<file path="config.mk">
export PLATFORM = sky130hd
export DESIGN_NAME = sfcc_frame
export DESIGN_NICKNAME = d
export VERILOG_FILES = /design/src/sfcc_pkg.sv /design/src/sfcc_frame.sv
export SDC_FILE = /design/constraint.sdc
export NUM_CORES = 1
export LEC_CHECK = 0
export BUFFER_PORTS_ARGS = -buffer_cell sky130_fd_sc_hd__buf_4
export CAP_MARGIN = 20
export CORE_AREA = 2 2 80 82
export DETAILED_ROUTE_END_ITERATION = 7
export DIE_AREA = 0 0 82 84
export REMOVE_ABC_BUFFERS = 1
export SKIP_LAST_GASP = 1
export SLEW_MARGIN = 10
export SYNTH_ARGS = -nofsm -noshare
export SYNTH_HDL_FRONTEND = slang
export SYNTH_SLANG_ARGS = --single-unit
</file>
<file path="constraint.sdc">
create_clock -name clock -period 1.95 [get_ports clock]
set_clock_uncertainty 0.1 [all_clocks]
set_input_delay 0.2925 -clock clock [delete_from_list [all_inputs] [get_ports clock]]
set_output_delay 0.2925 -clock clock [all_outputs]
set_load 0.01 [all_outputs]
</file>
<file path="src/sfcc_pkg.sv">
package sfcc_pkg;

   localparam logic [15:0] CRC_INIT = 16'hFFFF;
   localparam logic [15:0] CRC_POLY = 16'hA001;
   localparam logic [2:0]  POS_MAX = 3'd7;
   localparam logic [7:0]  NIBBLE_MASK = 8'h0F;

   typedef enum logic [1:0] {
      VERDICT_GOOD    = 2'd0,
      VERDICT_BAD_LEN = 2'd1,
      VERDICT_BAD_CRC = 2'd2
   } verdict_type;

   typedef struct packed {
      verdict_type verdict;
      logic [3:0]  device_code;
   } result_type;

   // Reflected CRC-16/MODBUS update over one byte, LSB first.
   function automatic logic [15:0] crc16_byte(input logic [15:0] crc, input logic [7:0] b);
      logic [15:0] c;
      c = crc ^ {8'h00, b};
      for (int k = 0; k < 8; k++) begin
         if (c[0]) begin
            c = (c >> 1) ^ CRC_POLY;
         end else begin
            c = c >> 1;
         end
      end
      return c;
   endfunction

endpackage

</file>
<file path="src/sfcc_frame.sv">
module sfcc_frame #(
   parameter int FRAME_LEN = 4
) (
   input  logic                 clock,
   input  logic                 reset,
   input  logic                 beat_valid,
   input  logic [7:0]           rx_byte,
   input  logic                 last_byte,
   output logic                 result_valid,
   output sfcc_pkg::result_type result
);
   import sfcc_pkg::*;

   localparam logic [2:0] CRC_LOW_POS = 3'(FRAME_LEN - 2);
   localparam logic [2:0] LAST_POS = 3'(FRAME_LEN - 1);

   logic [15:0] crc_ff, crc_in;
   logic [2:0]  pos_ff, pos_in;
   logic [7:0]  status_ff, status_in;
   logic [7:0]  crc_low_ff, crc_low_in;
   logic [15:0] rx_crc;

   assign rx_crc = {rx_byte, crc_low_ff};

   always_comb begin
      crc_in = crc_ff;
      pos_in = pos_ff;
      status_in = status_ff;
      crc_low_in = crc_low_ff;
      result_valid = 1'b0;
      result.verdict = VERDICT_GOOD;
      result.device_code = '0;
      if (beat_valid) begin
         if (!last_byte) begin
            if (pos_ff < CRC_LOW_POS) begin
               crc_in = crc16_byte(crc_ff, rx_byte);
            end
            if (pos_ff == 3'd1) begin
               status_in = rx_byte;
            end
            if (pos_ff == CRC_LOW_POS) begin
               crc_low_in = rx_byte;
            end
            if (pos_ff != POS_MAX) begin
               pos_in = pos_ff + 3'd1;
            end
         end else begin
            result_valid = 1'b1;
            if (pos_ff != LAST_POS) begin
               result.verdict = VERDICT_BAD_LEN;
            end else if (rx_crc != crc_ff) begin
               result.verdict = VERDICT_BAD_CRC;
            end else begin
               result.device_code = 4'(status_ff & NIBBLE_MASK);
            end
            // restart frame
            crc_in = CRC_INIT;
            pos_in = '0;
         end
      end
   end

   always_ff @(posedge clock) begin
      if (reset) begin
         crc_ff <= CRC_INIT;
         pos_ff <= '0;
         status_ff <= '0;
         crc_low_ff <= '0;
      end else begin
         crc_ff <= crc_in;
         pos_ff <= pos_in;
         status_ff <= status_in;
         crc_low_ff <= crc_low_in;
      end
   end

endmodule

</file>
==> reports/metrics.yaml <==
rr_endpoint: "crc_ff[0]"
coreArea_mm2: 0.006096
whs_endpoint: "crc_low_ff[6]"
die_x_um: 82
end_kind: "output pin"
cts_tree: "yes"
viasPerCell: 4.357
fin_nets: 246
place_congestion: 0.7586
grt_pass1_wl_mm: 6.354
die_h_um: 84
layout_min_cycle_time_ns: 2.215
via_count: 1329
final_cell_mix: "buf_4, dfxtp_1, xor2_1, nor2_1, nand2_1"
n_antenna_cell: 0
p_per_area_mw_per_mm2: 759.2
pwr-share-comb: 0.315
synth_edf_count: 0
synth_cells: 181
yosysSeqAreaShare: 0.3783
critPathArrivalTime_ns: 1.82
violations: "setup timing"
port_buffers: 18
cp_max_fo: 4
synth-seq-cells: 31
rsz0062_at_grt: "yes"
clk_pin_slew_ns: 0.06
first_pass_iters: 4
multi_input_area_mm2: 0.001069
rrSetupSlack_ns: 0.03
r2r.worst_path.cells: 7
io_pins: 19
intPower_w: 0.001216
synthArstFlopShare: 0
hold_viol_final: 0
cts_hold_buffers: 0
crit_type: "reg -> out"
clockBufferDepth: 2
power_switching_w: 0.0004923
maxCapViolations: 0
finalWorstSetupSlack_ns: -0.2649
ys.flop_type: "dfxtp_1"
rows: 29
grt_pass1_vias: 1313
hold_path_depth: 3
detail_route.wl_per_cell_um: 12.82
seqCellArea_um2: 625.6
p_sw_frac: 0.2882
max-vdd-ir-drop_uv: 309.5
dpl.hpwl_mm: 2.721
cts_root_buf: "clkbuf_8"
start_kind: "flip-flop"
hold_ws_ns: 0.1859
grt_max_degree: 28
placed_area_mm2: 0.002014
slew_headroom: 0.7522
crit_required_ns: 1.56
drtIter0Drc: 61
start_util: 0.2691
fin_crit_sh: 1.136
synth_area_mm2: 0.001640
hold_path_class: "in -> reg"
clk_latency_ns: 0.28
fmax_ghz: 0.4515
grt_use_total: 0.1212
dpl_worst_slack_ns: -0.1542
h-tree-depth: 2
ys_warn_count: 0
ant_nets: 0
fillers: 625
tightest_slew_ns: 0.3708
final_common_cell: "buf_4"
slew_violations: 0
cts_buffers: 5
area_growth_pct: 37.15
startpoint: "crc_ff[4]"
synth_cell_type_count: 28
grt_overflow: 0
antenna_found_initial: 0
timing.rr.start: "crc_ff[4]"
final_cell_area_mm2: 0.002250
power_leakage_nw: 0.9151
drive_gt1_frac: 0.3202
cts_num_sinks: 31
p_seq_frac: 0.416
post-route-drc-count: 0
wl_mm: 3.909
run_status: "finished, violations left"
pwr-share-clk: 0.269
dieArea_mm2: 0.006888
min-delay-start: "rx_byte[6]"
synth_area_per_cell_um2: 9.063
setup_viol: 5
-- critical path, stage by stage (launching register included) --
cell and delay (ns):
dfxtp_2 0.33, buf_6 0.12, xor2_2 0.14, nor4_2 0.33, nand4_1 0.20, nor2_2 0.18
and2_1 0.15, buf_6 0.10
-- kinds of logic (layout without fill, tap and decap cells) --
group / Yosys count / after routing / share of synthesized area
xor gates and xnor gates: 37 / 37 / 0.2204
buffers and inverters: 12 / 59 / 0.02746
AOI/OAI and AO/OA: 14 / 14 / 0.05264
DFF: 31 / 31 / 0.3783
and+or+nand+nor: 70 / 70 / 0.2098
muxes: 12 / 12 / 0.07323
adders and majority gates: 5 / 5 / 0.03814
-- cells in the mapped netlist, types with 2 or more instances --
cell	instances	share of area
ha_1	5	0.038
o22ai_1	7	0.027
nand2b_1	9	0.034
nand2_1	14	0.032
nor3b_1	2	0.0092
dfxtp_1	31	0.38
nor3_1	5	0.015
nor2b_1	3	0.011
nand3_1	6	0.018
clkbuf_1	5	0.011
nor2_1	20	0.046
mux2i_1	12	0.073
nor4_1	4	0.015
and2_1	4	0.015
inv_1	6	0.014
xnor2_2	3	0.030
o21ai_0	2	0.0061
xnor2_1	11	0.059
xor2_1	22	0.12
a21oi_1	2	0.0061
-- per-layer routing --
layer  GRT usage  share of wire  wire, µm  vias up
met5           0              0         0        -
met4     0.02727         0.0036        14        0
met3     0.04113          0.047       183        2
met2      0.1899           0.47      1838       28
met1      0.1598           0.48      1873      607
li1            -              -         -      692
-- metrics by stage --
step / TNS (ns) / util / instances / total power [W]
after detailed placement: -0.5827 / 0.3305 / 292 / 0.001165
after CTS: -1.708 / 0.3530 / 301 / 0.001641
after global placement: -0.4798 / 0.3305 / 292 / 0.001162
after floorplan: 0 / - / 175 / 0.001010
after global routing: -1.894 / 0.3690 / 305 / 0.001798
final: -1.190 / 0.3690 / 305 / 0.001708
-- flip-flops by register name (all words and copies together), names as in the netlist --
signal	flops
crc_ff	16
crc_low_ff	8
pos_ff	3
status_ff	4
-- cell type report --
class	instances	area share
timing repair buffer	47	0.1618
clock buffer	6	0.03226
sequential	31	0.2781
inverter	6	0.01001
multi-input combinational	138	0.4750
tap	77	0.04283
-- power groups by stage --
stage | logic [W] | clock network (W) | registers, W
floorplan | 0.000293 | 0 | 0.000716
global placement | 0.000442 | 0 | 0.000719
detailed placement | 0.000444 | 0 | 0.000721
CTS | 0.000461 | 0.000473 | 0.000706
global route | 0.000579 | 0.000505 | 0.000714
finish | 0.000538 | 0.000460 | 0.000710
-- worst max path at each step --
| stage | to | slack, ns | cells past startpoint |
|---|---|---|---|
| after global routing | result[3] | -0.40 | 7 |
| final | result[2] | -0.26 | 7 |
| after floorplan | crc_low_ff[0] | 0.009 | 5 |
| after global placement | crc_ff[0] | -0.15 | 7 |
| after detailed placement | crc_ff[0] | -0.15 | 7 |
| after CTS | result[2] | -0.31 | 7 |
-- what timing repair did --
item	in CTS	in global routing
setup endpoints to repair	6	8
gates resized for setup	10	12
cloned	0	0
pin swaps	8	8
buffers inserted	3	4
Power figures use the tool's default switching activity.
